$ cat src/design/sorted_priority_queue_unit_defines.svh
// ----------------------------------------------------------------------------
// Sorted priority queue unit - assertion macros
// Shared assertion helpers; each expects clk and rst_n in scope.
// ----------------------------------------------------------------------------
`ifndef SORTED_PRIORITY_QUEUE_UNIT_DEFINES_SVH
`define SORTED_PRIORITY_QUEUE_UNIT_DEFINES_SVH

// Check that cons holds in the same cycle as ante.
`define SPQ_ASSERT_IMPLIES(lbl, ante, cons, msg) \
  lbl: assert property (@(posedge clk) disable iff (!rst_n) (ante) |-> (cons)) \
    else $error(msg);

// Check that cons holds in the cycle after ante.
`define SPQ_ASSERT_NEXT(lbl, ante, cons, msg) \
  lbl: assert property (@(posedge clk) disable iff (!rst_n) (ante) |=> (cons)) \
    else $error(msg);

`endif

$ cat src/design/spq_pkg.sv
// ----------------------------------------------------------------------------
// Sorted priority queue package
// Operation codes, register indexes, field widths and defaults.
// ----------------------------------------------------------------------------
package spq_pkg;

  localparam int CAPACITY_DEF      = 16;
  localparam int PAYLOAD_BITS_DEF  = 32;
  localparam int PRIORITY_BITS_DEF = 8;

  localparam int OP_BITS        = 2;
  localparam int COUNT_BITS     = 5;
  localparam int REG_IDX_BITS   = 2;
  localparam int MAX_PRIO_RESET = 255;

  localparam logic [OP_BITS-1:0] OP_PUSH     = 2'd0;
  localparam logic [OP_BITS-1:0] OP_POP_HEAD = 2'd1;
  localparam logic [OP_BITS-1:0] OP_POP_EQ   = 2'd2;
  localparam logic [OP_BITS-1:0] OP_POP_GE   = 2'd3;

  localparam logic [REG_IDX_BITS-1:0] REG_MIN_PRIO = 2'd0;
  localparam logic [REG_IDX_BITS-1:0] REG_MAX_PRIO = 2'd1;

  // Broadcast command to every cell of the chain.
  typedef struct packed {
    logic push;   // insert the new item after all entries of equal or higher priority
    logic pop;    // a removal has a match this cycle
    logic exact;  // removal point is the first entry equal to the request
  } spq_cmd_t;

endpackage

$ cat src/design/spq_if.sv
// ----------------------------------------------------------------------------
// Sorted priority queue channels
// Valid/ready interfaces for the request, result and register write channels.
// ----------------------------------------------------------------------------
interface spq_in_if
  import spq_pkg::*;
#(
  parameter int PRIORITY_BITS = PRIORITY_BITS_DEF,
  parameter int PAYLOAD_BITS  = PAYLOAD_BITS_DEF
) ();
  logic                     valid;
  logic                     ready;
  logic [OP_BITS-1:0]       operation;
  logic [PRIORITY_BITS-1:0] priority_req;
  logic [PAYLOAD_BITS-1:0]  payload;

  modport source (output valid, operation, priority_req, payload, input ready);
  modport sink (input valid, operation, priority_req, payload, output ready);
endinterface

interface spq_out_if
  import spq_pkg::*;
#(
  parameter int PRIORITY_BITS = PRIORITY_BITS_DEF,
  parameter int PAYLOAD_BITS  = PAYLOAD_BITS_DEF
) ();
  logic                     valid;
  logic                     ready;
  logic                     ok;
  logic [PRIORITY_BITS-1:0] out_priority;
  logic [PAYLOAD_BITS-1:0]  out_payload;
  logic [COUNT_BITS-1:0]    entry_count;

  modport source (output valid, ok, out_priority, out_payload, entry_count, input ready);
  modport sink (input valid, ok, out_priority, out_payload, entry_count, output ready);
endinterface

interface spq_cfg_if
  import spq_pkg::*;
#(
  parameter int PRIORITY_BITS = PRIORITY_BITS_DEF
) ();
  logic                     valid;
  logic                     ready;
  logic [REG_IDX_BITS-1:0]  index;
  logic [PRIORITY_BITS-1:0] data;

  modport source (output valid, index, data, input ready);
  modport sink (input valid, index, data, output ready);
endinterface

$ cat src/design/spq_cell.sv
// ----------------------------------------------------------------------------
// Sorted priority queue cell
// One queue slot; keeps, loads, or takes its left or right neighbor's entry.
// ----------------------------------------------------------------------------
module spq_cell
  import spq_pkg::*;
#(
  parameter int PRIORITY_BITS = PRIORITY_BITS_DEF,
  parameter int PAYLOAD_BITS  = PAYLOAD_BITS_DEF
) (
  input  logic                     clk,
  input  logic                     rst_n,
  input  spq_cmd_t                 cmd,
  input  logic [PRIORITY_BITS-1:0] req_prio,
  input  logic [PAYLOAD_BITS-1:0]  new_pay,
  input  logic                     left_ge,
  input  logic                     left_eq,
  input  logic                     left_valid,
  input  logic [PRIORITY_BITS-1:0] left_prio,
  input  logic [PAYLOAD_BITS-1:0]  left_pay,
  input  logic                     right_valid,
  input  logic [PRIORITY_BITS-1:0] right_prio,
  input  logic [PAYLOAD_BITS-1:0]  right_pay,
  output logic                     valid,
  output logic [PRIORITY_BITS-1:0] prio,
  output logic [PAYLOAD_BITS-1:0]  pay,
  output logic                     ge,
  output logic                     eq,
  output logic                     first_eq
);

  logic                     valid_r, valid_nxt;
  logic [PRIORITY_BITS-1:0] prio_r, prio_nxt;
  logic [PAYLOAD_BITS-1:0]  pay_r, pay_nxt;
  logic                     shift_left;

  assign ge       = valid_r && (prio_r >= req_prio);
  assign eq       = valid_r && (prio_r == req_prio);
  assign first_eq = eq && !left_eq;

  // Entries above the request priority stay put on an exact removal.
  assign shift_left = cmd.pop && (!cmd.exact || !(valid_r && (prio_r > req_prio)));

  always_comb begin
    valid_nxt = valid_r;
    prio_nxt  = prio_r;
    pay_nxt   = pay_r;
    if (cmd.push && !ge) begin
      if (left_ge) begin
        valid_nxt = 1'b1;
        prio_nxt  = req_prio;
        pay_nxt   = new_pay;
      end else begin
        valid_nxt = left_valid;
        prio_nxt  = left_prio;
        pay_nxt   = left_pay;
      end
    end else if (shift_left) begin
      valid_nxt = right_valid;
      prio_nxt  = right_prio;
      pay_nxt   = right_pay;
    end
  end

  always_ff @(posedge clk) begin
    if (!rst_n) begin
      valid_r <= 1'b0;
    end else begin
      valid_r <= valid_nxt;
    end
  end

  always_ff @(posedge clk) begin
    prio_r <= prio_nxt;
    pay_r  <= pay_nxt;
  end

  assign valid = valid_r;
  assign prio  = prio_r;
  assign pay   = pay_r;

endmodule

$ cat src/design/sorted_priority_queue_unit.sv
// ----------------------------------------------------------------------------
// Sorted priority queue unit
// Bounded queue sorted by descending priority, FIFO among equal priorities.
// ----------------------------------------------------------------------------
//
//   Channel   Dir  Handshake                    Carries
//   in_ch     in   valid/ready                  operation, priority_req, payload
//   out_ch    out  valid/ready                  ok, out_priority, out_payload, entry_count
//   cfg_ch    in   valid/ready (ready=1 out of reset) index, data (min/max push priority)
//
// One item per cycle unless out_ch stalls: the cell row settles an item in the
// cycle it is taken and the result sits in the output register from the next cycle on.
// The output register is the only stage; a new item is taken whenever it is
// empty or is being drained in the same cycle, so a stalled result blocks input.
// Synchronous active-low reset empties the queue and sets the bounds to the
// full range up to 8 priority bits; entry contents are not cleared, only valid bits.
// Hold both input channels not ready while reset is asserted.
//
`include "sorted_priority_queue_unit_defines.svh"

module sorted_priority_queue_unit
  import spq_pkg::*;
#(
  parameter int CAPACITY      = CAPACITY_DEF,
  parameter int PAYLOAD_BITS  = PAYLOAD_BITS_DEF,
  parameter int PRIORITY_BITS = PRIORITY_BITS_DEF
) (
  input logic  clk,
  input logic  rst_n,
  spq_in_if.sink   in_ch,
  spq_out_if.source out_ch,
  spq_cfg_if.sink  cfg_ch
);

  localparam int CNT_W = $clog2(CAPACITY + 1);

  // Bound registers
  logic [PRIORITY_BITS-1:0] min_prio_r, max_prio_r;

  // Cell row
  spq_cmd_t                 cmd;
  logic [CAPACITY-1:0]      cell_valid, cell_ge, cell_eq, cell_first_eq;
  logic [PRIORITY_BITS-1:0] cell_prio [CAPACITY];
  logic [PAYLOAD_BITS-1:0]  cell_pay  [CAPACITY];

  // Control
  logic [CNT_W-1:0]         count_r, count_nxt;
  logic                     in_fire, full, in_bounds, push_ok, found, op_ok;
  logic [PRIORITY_BITS-1:0] eq_prio, rm_prio;
  logic [PAYLOAD_BITS-1:0]  eq_pay, rm_pay;

  // Output register
  logic                     out_valid_r, out_valid_nxt;
  logic                     out_ok_r;
  logic [PRIORITY_BITS-1:0] out_prio_r;
  logic [PAYLOAD_BITS-1:0]  out_pay_r;
  logic [COUNT_BITS-1:0]    out_count_r;
  logic [CNT_W+COUNT_BITS-1:0] count_ext;
  logic [CNT_W+COUNT_BITS-1:0] count_nxt_ext;

  // Checks
  logic [CAPACITY-1:0]      order_ok;
  logic [CAPACITY-1:0]      valid_plus1;

  // --------------------------------------------------------------------------
  // Register writes: ready out of reset, out-of-range indexes drop.
  // --------------------------------------------------------------------------
  assign cfg_ch.ready = rst_n;

  always_ff @(posedge clk) begin
    if (!rst_n) begin
      min_prio_r <= '0;
      max_prio_r <= PRIORITY_BITS'(MAX_PRIO_RESET);
    end else if (cfg_ch.valid) begin
      case (cfg_ch.index)
        REG_MIN_PRIO: min_prio_r <= cfg_ch.data;
        REG_MAX_PRIO: max_prio_r <= cfg_ch.data;
        default: ;
      endcase
    end
  end

  // --------------------------------------------------------------------------
  // Decode the item and decide whether it changes the row.
  // --------------------------------------------------------------------------
  assign in_ch.ready = rst_n && (!out_valid_r || out_ch.ready);
  assign in_fire     = in_ch.valid && in_ch.ready;

  assign full      = cell_valid[CAPACITY-1];
  assign in_bounds = (in_ch.priority_req >= min_prio_r) &&
                     (in_ch.priority_req <= max_prio_r);
  assign push_ok   = (in_ch.operation == OP_PUSH) && in_bounds && !full;

  // The sorted order puts every match of a head or at-least pop at the head;
  // exact matches form one run, whose first cell flags itself.
  always_comb begin
    case (in_ch.operation)
      OP_POP_HEAD: found = cell_valid[0];
      OP_POP_EQ:   found = |cell_first_eq;
      OP_POP_GE:   found = cell_ge[0];
      default:     found = 1'b0;
    endcase
  end

  assign cmd.push  = in_fire && push_ok;
  assign cmd.pop   = in_fire && found;
  assign cmd.exact = (in_ch.operation == OP_POP_EQ);

  // Pick the removed entry of an exact pop from the one-hot first match.
  always_comb begin
    eq_prio = '0;
    eq_pay  = '0;
    for (int i = 0; i < CAPACITY; i++) begin
      eq_prio = eq_prio | (cell_prio[i] & {PRIORITY_BITS{cell_first_eq[i]}});
      eq_pay  = eq_pay  | (cell_pay[i]  & {PAYLOAD_BITS{cell_first_eq[i]}});
    end
  end

  always_comb begin
    rm_prio = '0;
    rm_pay  = '0;
    if (found) begin
      if (cmd.exact) begin
        rm_prio = eq_prio;
        rm_pay  = eq_pay;
      end else begin
        rm_prio = cell_prio[0];
        rm_pay  = cell_pay[0];
      end
    end
  end

  assign op_ok = push_ok || found;

  // --------------------------------------------------------------------------
  // Cell row: cell 0 is the head; each cell sees only its neighbors and the broadcast request.
  // --------------------------------------------------------------------------
  for (genvar g = 0; g < CAPACITY; g++) begin : g_cell
    logic                     l_ge, l_eq, l_valid, r_valid;
    logic [PRIORITY_BITS-1:0] l_prio, r_prio;
    logic [PAYLOAD_BITS-1:0]  l_pay, r_pay;

    if (g == 0) begin : g_head
      assign l_ge    = 1'b1;
      assign l_eq    = 1'b0;
      assign l_valid = 1'b0;
      assign l_prio  = '0;
      assign l_pay   = '0;
    end else begin : g_body
      assign l_ge    = cell_ge[g-1];
      assign l_eq    = cell_eq[g-1];
      assign l_valid = cell_valid[g-1];
      assign l_prio  = cell_prio[g-1];
      assign l_pay   = cell_pay[g-1];
    end

    if (g == CAPACITY - 1) begin : g_tail
      assign r_valid = 1'b0;
      assign r_prio  = '0;
      assign r_pay   = '0;
    end else begin : g_inner
      assign r_valid = cell_valid[g+1];
      assign r_prio  = cell_prio[g+1];
      assign r_pay   = cell_pay[g+1];
    end

    spq_cell #(
      .PRIORITY_BITS (PRIORITY_BITS),
      .PAYLOAD_BITS  (PAYLOAD_BITS)
    ) u_cell (
      .clk         (clk),
      .rst_n       (rst_n),
      .cmd         (cmd),
      .req_prio    (in_ch.priority_req),
      .new_pay     (in_ch.payload),
      .left_ge     (l_ge),
      .left_eq     (l_eq),
      .left_valid  (l_valid),
      .left_prio   (l_prio),
      .left_pay    (l_pay),
      .right_valid (r_valid),
      .right_prio  (r_prio),
      .right_pay   (r_pay),
      .valid       (cell_valid[g]),
      .prio        (cell_prio[g]),
      .pay         (cell_pay[g]),
      .ge          (cell_ge[g]),
      .eq          (cell_eq[g]),
      .first_eq    (cell_first_eq[g])
    );
  end

  // --------------------------------------------------------------------------
  // Entry count and result register.
  // --------------------------------------------------------------------------
  always_comb begin
    count_nxt = count_r;
    if (cmd.push) begin
      count_nxt = count_r + 1'b1;
    end else if (cmd.pop) begin
      count_nxt = count_r - 1'b1;
    end
  end

  always_comb begin
    out_valid_nxt = out_valid_r;
    if (in_fire) begin
      out_valid_nxt = 1'b1;
    end else if (out_ch.ready) begin
      out_valid_nxt = 1'b0;
    end
  end

  always_ff @(posedge clk) begin
    if (!rst_n) begin
      count_r     <= '0;
      out_valid_r <= 1'b0;
    end else begin
      count_r     <= count_nxt;
      out_valid_r <= out_valid_nxt;
    end
  end

  // Hold the result until taken; a new item only lands when the slot frees.
  always_ff @(posedge clk) begin
    if (in_fire) begin
      out_ok_r   <= op_ok;
      out_prio_r <= rm_prio;
      out_pay_r  <= rm_pay;
    end
  end

  assign count_ext = {{COUNT_BITS{1'b0}}, count_r};

  assign out_ch.valid        = out_valid_r;
  assign out_ch.ok           = out_ok_r;
  assign out_ch.out_priority = out_prio_r;
  assign out_ch.out_payload  = out_pay_r;
  // Count sampled with the result: the register has advanced by this item only.
  always_ff @(posedge clk) begin
    if (in_fire) begin
      out_count_r <= count_nxt_ext[COUNT_BITS-1:0];
    end
  end

  assign count_nxt_ext      = {{COUNT_BITS{1'b0}}, count_nxt};
  assign out_ch.entry_count = out_count_r;

  // --------------------------------------------------------------------------
  // Checks
  // --------------------------------------------------------------------------
  always_comb begin
    order_ok = '1;
    for (int i = 0; i < CAPACITY - 1; i++) begin
      order_ok[i] = !cell_valid[i+1] || (cell_prio[i] >= cell_prio[i+1]);
    end
  end

  assign valid_plus1 = cell_valid + CAPACITY'(1);

  `SPQ_ASSERT_IMPLIES(a_count_tracks_cells, 1'b1, count_ext[CNT_W-1:0] == CNT_W'($countones(cell_valid)), "entry count disagrees with occupied cells")
  `SPQ_ASSERT_IMPLIES(a_cells_packed, 1'b1, (cell_valid & valid_plus1) == '0, "occupied cells are not packed at the head")
  `SPQ_ASSERT_IMPLIES(a_cells_sorted, 1'b1, &order_ok, "cell priorities not in descending order")
  `SPQ_ASSERT_IMPLIES(a_one_exact_match, 1'b1, $onehot0(cell_first_eq), "more than one exact-match start")
  `SPQ_ASSERT_NEXT(a_push_grows, cmd.push, count_r == $past(count_r) + 1'b1, "accepted push did not add an entry")

endmodule
$ cat src/flat_wrapper.sv
// flat-port wrapper written by rule: the top's interface ports become plain ports
module sorted_priority_queue_unit_flat import spq_pkg::*;
#(
  parameter int CAPACITY      = CAPACITY_DEF,
  parameter int PAYLOAD_BITS  = PAYLOAD_BITS_DEF,
  parameter int PRIORITY_BITS = PRIORITY_BITS_DEF
)
  (clk, rst_n, in_ch_valid, in_ch_operation, in_ch_priority_req, in_ch_payload, in_ch_ready, out_ch_valid, out_ch_ok, out_ch_out_priority, out_ch_out_payload, out_ch_entry_count, out_ch_ready, cfg_ch_valid, cfg_ch_index, cfg_ch_data, cfg_ch_ready);
  spq_in_if #(.PRIORITY_BITS(PRIORITY_BITS), .PAYLOAD_BITS(PAYLOAD_BITS)) in_ch_i ();
  spq_out_if #(.PRIORITY_BITS(PRIORITY_BITS), .PAYLOAD_BITS(PAYLOAD_BITS)) out_ch_i ();
  spq_cfg_if #(.PRIORITY_BITS(PRIORITY_BITS)) cfg_ch_i ();
  input logic clk;
  input logic rst_n;
  input wire logic [$bits(in_ch_i.valid)-1:0] in_ch_valid;
  input wire logic [$bits(in_ch_i.operation)-1:0] in_ch_operation;
  input wire logic [$bits(in_ch_i.priority_req)-1:0] in_ch_priority_req;
  input wire logic [$bits(in_ch_i.payload)-1:0] in_ch_payload;
  output wire logic [$bits(in_ch_i.ready)-1:0] in_ch_ready;
  output wire logic [$bits(out_ch_i.valid)-1:0] out_ch_valid;
  output wire logic [$bits(out_ch_i.ok)-1:0] out_ch_ok;
  output wire logic [$bits(out_ch_i.out_priority)-1:0] out_ch_out_priority;
  output wire logic [$bits(out_ch_i.out_payload)-1:0] out_ch_out_payload;
  output wire logic [$bits(out_ch_i.entry_count)-1:0] out_ch_entry_count;
  input wire logic [$bits(out_ch_i.ready)-1:0] out_ch_ready;
  input wire logic [$bits(cfg_ch_i.valid)-1:0] cfg_ch_valid;
  input wire logic [$bits(cfg_ch_i.index)-1:0] cfg_ch_index;
  input wire logic [$bits(cfg_ch_i.data)-1:0] cfg_ch_data;
  output wire logic [$bits(cfg_ch_i.ready)-1:0] cfg_ch_ready;
  assign in_ch_i.valid = in_ch_valid;
  assign in_ch_i.operation = in_ch_operation;
  assign in_ch_i.priority_req = in_ch_priority_req;
  assign in_ch_i.payload = in_ch_payload;
  assign in_ch_ready = in_ch_i.ready;
  assign out_ch_valid = out_ch_i.valid;
  assign out_ch_ok = out_ch_i.ok;
  assign out_ch_out_priority = out_ch_i.out_priority;
  assign out_ch_out_payload = out_ch_i.out_payload;
  assign out_ch_entry_count = out_ch_i.entry_count;
  assign out_ch_i.ready = out_ch_ready;
  assign cfg_ch_i.valid = cfg_ch_valid;
  assign cfg_ch_i.index = cfg_ch_index;
  assign cfg_ch_i.data = cfg_ch_data;
  assign cfg_ch_ready = cfg_ch_i.ready;
  sorted_priority_queue_unit #(.CAPACITY(CAPACITY), .PAYLOAD_BITS(PAYLOAD_BITS), .PRIORITY_BITS(PRIORITY_BITS)) u_core (.clk(clk), .rst_n(rst_n), .in_ch(in_ch_i), .out_ch(out_ch_i), .cfg_ch(cfg_ch_i));
endmodule
$ cat config.mk
export PLATFORM = sky130hd
export DESIGN_NAME = sorted_priority_queue_unit_flat
export DESIGN_NICKNAME = d
export VERILOG_FILES = /design/src/design/spq_pkg.sv /design/src/design/spq_if.sv /design/src/design/spq_cell.sv /design/src/design/sorted_priority_queue_unit.sv /design/src/flat_wrapper.sv
export VERILOG_INCLUDE_DIRS = /design/src /design/src/design
export SDC_FILE = /design/constraint.sdc
export NUM_CORES = 2
export LEC_CHECK = 0
export CAP_MARGIN = 20
export CORE_MARGIN = 2
export CORE_UTILIZATION = 35
export CTS_BUF_LIST = sky130_fd_sc_hd__clkbuf_2 sky130_fd_sc_hd__clkbuf_4 sky130_fd_sc_hd__clkbuf_8
export DETAILED_ROUTE_END_ITERATION = 8
export DONT_BUFFER_PORTS = 1
export GPL_ROUTABILITY_DRIVEN = 1
export HOLD_SLACK_MARGIN = 0.02
export MAX_ROUTING_LAYER = met4
export PLACE_DENSITY = 0.48
export SLEW_MARGIN = 20
export SYNTH_ARGS = -nofsm -noshare
export SYNTH_HDL_FRONTEND = slang
export SYNTH_SLANG_ARGS = --single-unit
$ cat constraint.sdc
create_clock -name clk -period 10.6 [get_ports clk]
set_clock_uncertainty 0.05 [all_clocks]
set_input_delay 0.53 -clock clk [delete_from_list [all_inputs] [get_ports clk]]
set_output_delay 0.53 -clock clk [all_outputs]
set_load 0.1 [all_outputs]
## After elaboration in Yosys (flattened, before gate mapping)

Index checks and enable logic that the tools add are counted.

| cells by class | value |
|---|---|
| bitwise logic cells | 62 |
| equal/unequal tests | 20 |
| reductions and logical operators | 192 |
| add/sub/neg operators | 2 |
| magnitude comparators | 34 |
| mux-type cells | 148 |

Operator list:

| cell | count |
|---|---|
| 32-bit 2-to-1 mux | 48 |
| 32-bit bitwise AND | 16 |
| 32-bit OR | 15 |
| 8-bit 2-to-1 mux | 48 |
| 8-bit >= comparator | 17 |
| 8-bit bitwise AND | 16 |
| 8-bit == test | 16 |
| 8-bit greater-than comparator | 16 |
| 8-bit OR | 15 |
| 1-bit logical AND | 102 |
| 1-bit zero test | 50 |
| 1-bit 2-to-1 mux | 49 |
| 2-bit nonzero test | 17 |
| 1-bit logical OR | 18 |
| 16-bit OR reduction | 1 |
| 5-bit 2-to-1 mux | 2 |
| 8-bit less-or-equal comparator | 1 |
| 5-bit by 1-bit adder with 5-bit output (second input constant) | 1 |
| 5-bit by 1-bit subtractor with 5-bit output (second input constant) | 1 |
| 2-bit by 1-bit == test with 1-bit output (second input constant) | 2 |
| 2-bit == test (second input constant) | 2 |
| 2-bit zero test | 2 |
| 2-bit AND reduction | 2 |
| 1-bit one-hot mux with 3 select lines | 1 |

| storage, ports and cells | value |
|---|---|
| logic and storage cells | 514 |
| output and inout bits | 49 |
| register bits after elaboration | 724 |

## Depth between registers and ports, before layout

| depth | value |
|---|---|
| word-level depth | 21 |
| gate-level depth with buffers | 13 |
| depth with buffers taken out | 10 |

## Hierarchy

From an unflattened synthesis, not the netlist that was laid out.

| second synthesis, totals | value |
|---|---|
| cells, all modules | 4,390 |
| area, all modules | 44,694.1 sq um |

By module, submodules not included:

| module | instances | cells an instance | area each (sq um) |
|---|---|---|---|
| spq_cell | 16 | 225 | 2,387.3 |
| sorted_priority_queue_unit | 1 | 790 | 6,497.5 |

## Least setup slack after synthesis

Ideal clock, no wire load.

| path | value |
|---|---|
| kind | reg-to-reg |
| from | reg u_core.out_valid_r (netlist: u_core.out_ch.valid) |
| to | reg u_core.g_cell[11].u_cell.pay_r[0], enable pin |
| arrival time | 6,029 ps |
| slack | 4,029 ps |
| cell stages (with the launch flop) | 9 |
| path buffers | 2 |
| library setup time | 493 ps |
| clock period less this slack | 6,571 ps |
| cell sequence | dfxtp_1 > nand2b_1 > and2_1 > nand2_1 > buf_2 > clkinv_1 > buf_2 > nand2_1 > o21ai_0 |

| between the ends | value |
|---|---|
| word-level cells in the longest chain between the ends | 7 |
| elaborated cells between the ends (all ways) | 9 |
| classes of those cells | reduce/logical: 9 |

RTL lines:

| what | line | source |
|---|---|---|
| start: declaration | sorted_priority_queue_unit.sv:53 | `logic out_valid_r, out_valid_nxt;` |
| start signal: assignment | sorted_priority_queue_unit.sv:220 | `out_valid_r <= out_valid_nxt;` |
| 1-bit zero test * | sorted_priority_queue_unit.sv:86 | `assign in_ch.ready = rst_n && (!out_valid_r \|\| out_ch.ready);` |
| 1-bit logical OR * | sorted_priority_queue_unit.sv:86 |  |
| 1-bit logical AND * | sorted_priority_queue_unit.sv:86 |  |
| named net in_ch_ready | flat_wrapper.sv:18 | `output wire logic [$bits(in_ch_i.ready)-1:0] in_ch_ready;` |
| 1-bit logical AND * | sorted_priority_queue_unit.sv:87 | `assign in_fire = in_ch.valid && in_ch.ready;` |
| named net u_core.in_fire | sorted_priority_queue_unit.sv:48 | `logic in_fire, full, in_bounds, push_ok, found, op_ok;` |
| 1-bit logical AND (on tied branches) | sorted_priority_queue_unit.sv:106, sorted_priority_queue_unit.sv:105 |  |
| 1-bit logical AND (on tied branches) | spq_cell.sv:42, spq_cell.sv:48 |  |
| 2-bit nonzero test (no line) * | n/a |  |
| end signal: assignment | spq_cell.sv:75 | `pay_r <= pay_nxt;` |
| end: declaration | spq_cell.sv:34 | `logic [PAYLOAD_BITS-1:0] pay_r, pay_nxt;` |

The timed path passes the listed nets; every way through them passes the cells marked *.
A chain may end at the register's enable or synchronous reset.

## Final worst setup path

| path | value |
|---|---|
| from | reg u_core.out_valid_r (netlist: u_core.out_ch.valid) |
| to | reg u_core.g_cell[14].u_cell.pay_r[30], enable pin |

| between the ends | value |
|---|---|
| word-level cells in the longest chain between the ends | 7 |
| elaborated cells between the ends (all ways) | 9 |
| classes of those cells | reduce/logical: 9 |

RTL lines:

| what | line |
|---|---|
| 1-bit zero test * | sorted_priority_queue_unit.sv:86 |
| 1-bit logical OR * | sorted_priority_queue_unit.sv:86 |
| 1-bit logical AND * | sorted_priority_queue_unit.sv:86 |
| named net in_ch_ready | flat_wrapper.sv:18 |
| 1-bit logical AND * | sorted_priority_queue_unit.sv:87 |
| 1-bit logical AND (on tied branches) | sorted_priority_queue_unit.sv:106, sorted_priority_queue_unit.sv:105 |
| 1-bit logical AND (on tied branches) | spq_cell.sv:42, spq_cell.sv:48 |
| 2-bit nonzero test (no line) * | n/a |
| end signal: assignment | spq_cell.sv:75 |
| end: declaration | spq_cell.sv:34 |

Marks and branches as above.

==> metrics.md <==
| Metric | Value |
|---|---|
| Post-synth top area share | `0.483` |
| CTS clk-pin slew, worst paths | `0.05 ns` |
| Fmax | `179 MHz` |
| CP Capture Type | `flop` |
| Core ar. | `121000 sq um` |
| Final nets | `4219` |
| Initial antenna violation count | `8` |
| Finished Layout Cells | `5756` |
| Post-Synth XOR/XNOR Area | `0.000616` |
| Post-CTS Setup Bufs | `0` |
| Synth Area in Adders | `0.0428` |
| HP Class | `input port to flop` |
| Final min period | `5.59 ns` |
| Post-Synth Simple-Gate Area | `0.104` |
| Post-synthesis compound-gate area fraction | `0.174` |
| Sequential-to-total area share from yosys stat | `0.501` |
| Synth Net Count | `between 4000 and 5000` |
| Setup repair after global routing missed its margin | `false` |
| Post-synthesis area per instance | `10.4 sq um` |
| Synth area leader | `edfxtp_1` |
| Via density | `6.19` |
| # DRC | `0` |
| Worst vdd ir | `105 uV` |
| CP Launch Type | `flop` |
| Mapped Cells | `4096` |
| Synth cell count leaders | `nand2_1 (698), edfxtp_1 (686), o21ai_0 (593), mux2i_1 (550), clkbuf_1 (281)` |
| Largest net degree at the start of global routing | `84` |
| Endpoints failing setup | `0` |
| Place WS | `4.91 ns` |
| Max-cap violations | `0` |
| Total track usage | `0.293` |
| Routed len/inst | `31.7 um` |
| Layout cell share with drive strength beyond 1 | `0.104` |
| Endpoint, Worst Hold | `u_core.g_cell[12].u_cell.prio[4]$_DFFE_PP_` |
| Die H | `353 um` |
| Warnings, synthesis | `0` |
| First-pass GRT wire length | `about 260000 um` |
| Iter 0 DRT Violations | `4519` |
| RePlAce Congestion | `0.947` |
| Leak | `16.5 nW` |
| Resize count post-CTS | `0` |
| Outcome | `finished, final reports clean` |
| Main synth FF type | `edfxtp_1` |
| Most numerous cell in the Yosys netlist | `nand2_1` |
| Via count | `roughly 36000` |
| Largest family of logic cells by synthesized area | `compound AO/OA/AOI/OAI gates` |
| Worst-Skew Late Latency | `0.86 ns` |
| Hold_ws | `0.110 ns` |
| P per Cell Area | `between 100 and 150 nW/um^2` |
| Worst-margin pin slew | `1.21 ns` |
| Synth cell types | `78` |
| Crit path DAT | `6.00 ns` |
| Site Rows | `128` |
| Ys async rst share | `0` |
| Netlist area before placement | `42600 sq um` |
| Sequential share of power | `0.495` |
| CP Max Fanout | `54` |
| Fin worst setup slack | `5.01 ns` |
| Tcrit/Tclk final | `0.527` |
| Chip Width | `353 um` |
| Synth Register Bits | `slightly above 700` |
| Worst Hold Path Cells | `2` |
| Detailed placement HPWL | `about 100000 um` |
| I/O pin total | `~110` |
| Root Driver | `clkbuf_8` |
| Worst Path Required | `roughly 11 ns` |
| Total net switching power | `1.75 mW` |
| Clock Tree Buf Depth | `3` |
| Antenna Nets Post-Route | `0` |
| Fraction of synthesized area in multiplexers | `0.138` |
| Post-synth EDFFs | `~690` |
| Switch share | `0.265` |
| Gr ovfl total | `0` |
| WS Path Type | `flop to flop` |
| Vias in the first global route | `around 34000` |
| Normalized max-slew margin | `0.193` |
| Filler cells | `12000` |
| Clk sinks | `724` |
| Combinational power share | `0.066` |
| Min-delay src | `in_ch_priority_req[4]` |
| Power Internal | `4.85 mW` |
| Cts bufs inserted | `143` |
| Final hold vios | `0` |
| Total wire length | `between 150000 and 200000 um` |
| Clk pwr share | `0.439` |
| FF-to-FF End | `u_core.g_cell[14].u_cell.pay[30]$_DFFE_PP_` |
| CTS H-tree depth | `4` |
| Pre-antenna DRT Iters | `6` |
| Max Transition Viols Final | `0` |
| DIE AREA | `125000 sq um` |
| RR Startpoint | `u_core.out_ch.valid$_SDFFE_PN0P_` |
| Internal reg-to-reg setup slack | `5.01 ns` |
| Port buffer count | `0` |
| Setup_tns | `0 ns` |
| Length in cells of the worst reg-to-reg path | `10` |
| Synthesis-to-finish area growth | `11.8%` |
| Ranking of synthesized cells by area | `edfxtp_1 (48%), mux2i_1 (13%), o21ai_0 (7.0%), nand2_1 (6.1%), ha_1 (4.3%)` |
| CTS tree | `done` |
| Starting density of the core | `0.351` |
| Placed cells | `5440` |
## cells in the final DEF, fill, tap and decap left out, drive strengths merged, types with 7 or more instances in the layout
cell type,Yosys,layout
nor2,108,108
a21oi,115,115
nand2b,15,15
nand4,74,74
clkbuf,281,200
o211ai,18,18
and4,7,7
nand2,698,698
or3,16,16
a211oi,17,17
inv,82,85
o21a,15,15
dlygate4sd3,0,54
and2,8,8
a21o,12,12
clkinv,1,45
mux2i,550,550
dfxtp,38,38
mux2,33,33
edfxtp,686,686
a22o,34,34
a22oi,211,211
ha,146,146
nand3,41,41
o311ai,9,9
a221oi,73,73
nor2b,7,7
nor3,29,29
o22ai,43,43
buf,60,62
o21ai,600,600
## metrics by stage
step                power (mW)  utilization  area, sq um
finish                    6.60        0.393        47700
global route              6.82        0.393        47700
CTS                       6.64        0.392        47600
detailed placement        3.69        0.365        44300
global placement          3.69        0.365        44300
floorplan                 3.56            -        42600
## metal layers
layer | up-vias | routed length (um) | share of wire | track usage
met5 | - | 0 | 0 | -
met4 | 0 | 6130 | 0.034 | 0.0999
met3 | 367 | 17500 | 0.096 | 0.0592
met2 | 2088 | 80600 | 0.44 | 0.435
met1 | 17800 | 78500 | 0.43 | 0.399
li1 | 15400 | - | - | -
## worst max-delay path: stages (launching register included)
cell and delay, ns:
dfxtp_1 0.64, nand2b_1 0.24, and2_1 0.81, nand2_1 0.14, buf_4 0.28, inv_4 0.21
buf_4 0.83, nand2_1 0.44, o311a_1 0.49, inv_2 0.51, buf_4 0.47
## cell type report
type	count	area (sq um)	share of cell area
Antenna cell	5	12.5	0.000263
Tap cell	1625	2030	0.0427
Inverter	83	318	0.00667
Clock buffer	200	2460	0.0516
Multi-Input combinational cell	2948	20100	0.422
Clock inverter	55	340	0.00714
Timing Repair Buffer	116	1050	0.0219
Sequential cell	724	21400	0.448
## sequential cells by signal (all words and copies together) (netlist names)
signal,flops
u_core.min_prio_r,8
u_core.g_cell.u_cell.valid,16
u_core.g_cell.u_cell.pay,512
u_core.out_ch.out_payload,32
u_core.max_prio_r,8
u_core.out_ch.out_priority,8
u_core.count_r,5
u_core.out_ch.valid,1
u_core.out_ch.ok,1
u_core.g_cell.u_cell.prio,128
u_core.out_ch.entry_count,5
## cell families after synthesis
| family | after synthesis |
|---|---|
| mux | 583 |
| xor+xnor | 3 |
| flops | 724 |
| compound gates | 1191 |
| simple gates | 1025 |
| buf+inv | 424 |
| fa+ha+maj | 146 |
## power by group through the flow
stage | Clock (mW) | Combinational [mW] | Sequential [mW]
floorplan | 0 | 0.256 | 3.30
global placement | 0 | 0.361 | 3.33
detailed placement | 0 | 0.367 | 3.33
CTS | 2.95 | 0.426 | 3.27
global route | 3.08 | 0.468 | 3.27
finish | 2.90 | 0.435 | 3.27
## how the worst max path moves through the flow
stage | startpoint | endpoint | slack (ns) | cells past startpoint
final | u_core.out_ch.valid$_SDFFE_PN0P_ | u_core.g_cell[14].u_cell.pay[30]$_DFFE_PP_ | 5.01 | 10
after floorplan | u_core.out_ch.valid$_SDFFE_PN0P_ | u_core.g_cell[11].u_cell.pay[0]$_DFFE_PP_ | 4.03 | 8
after global placement | in_ch_priority_req[3] | u_core.g_cell[6].u_cell.pay[15]$_DFFE_PP_ | 4.96 | 12
after global routing | u_core.out_ch.valid$_SDFFE_PN0P_ | u_core.g_cell[14].u_cell.pay[30]$_DFFE_PP_ | 4.75 | 10
after CTS | u_core.out_ch.valid$_SDFFE_PN0P_ | u_core.g_cell[14].u_cell.pay[30]$_DFFE_PP_ | 4.96 | 10
after detailed placement | in_ch_priority_req[3] | u_core.g_cell[6].u_cell.pay[15]$_DFFE_PP_ | 4.91 | 12
## repair_timing
action / 4_1_cts / 5_1_grt
setup endpoints to repair: 0 / 0
hold endpoints to repair: 644 / 0
hold buffers: 54 / 0
No activity file was read; power rests on OpenSTA's default activity.
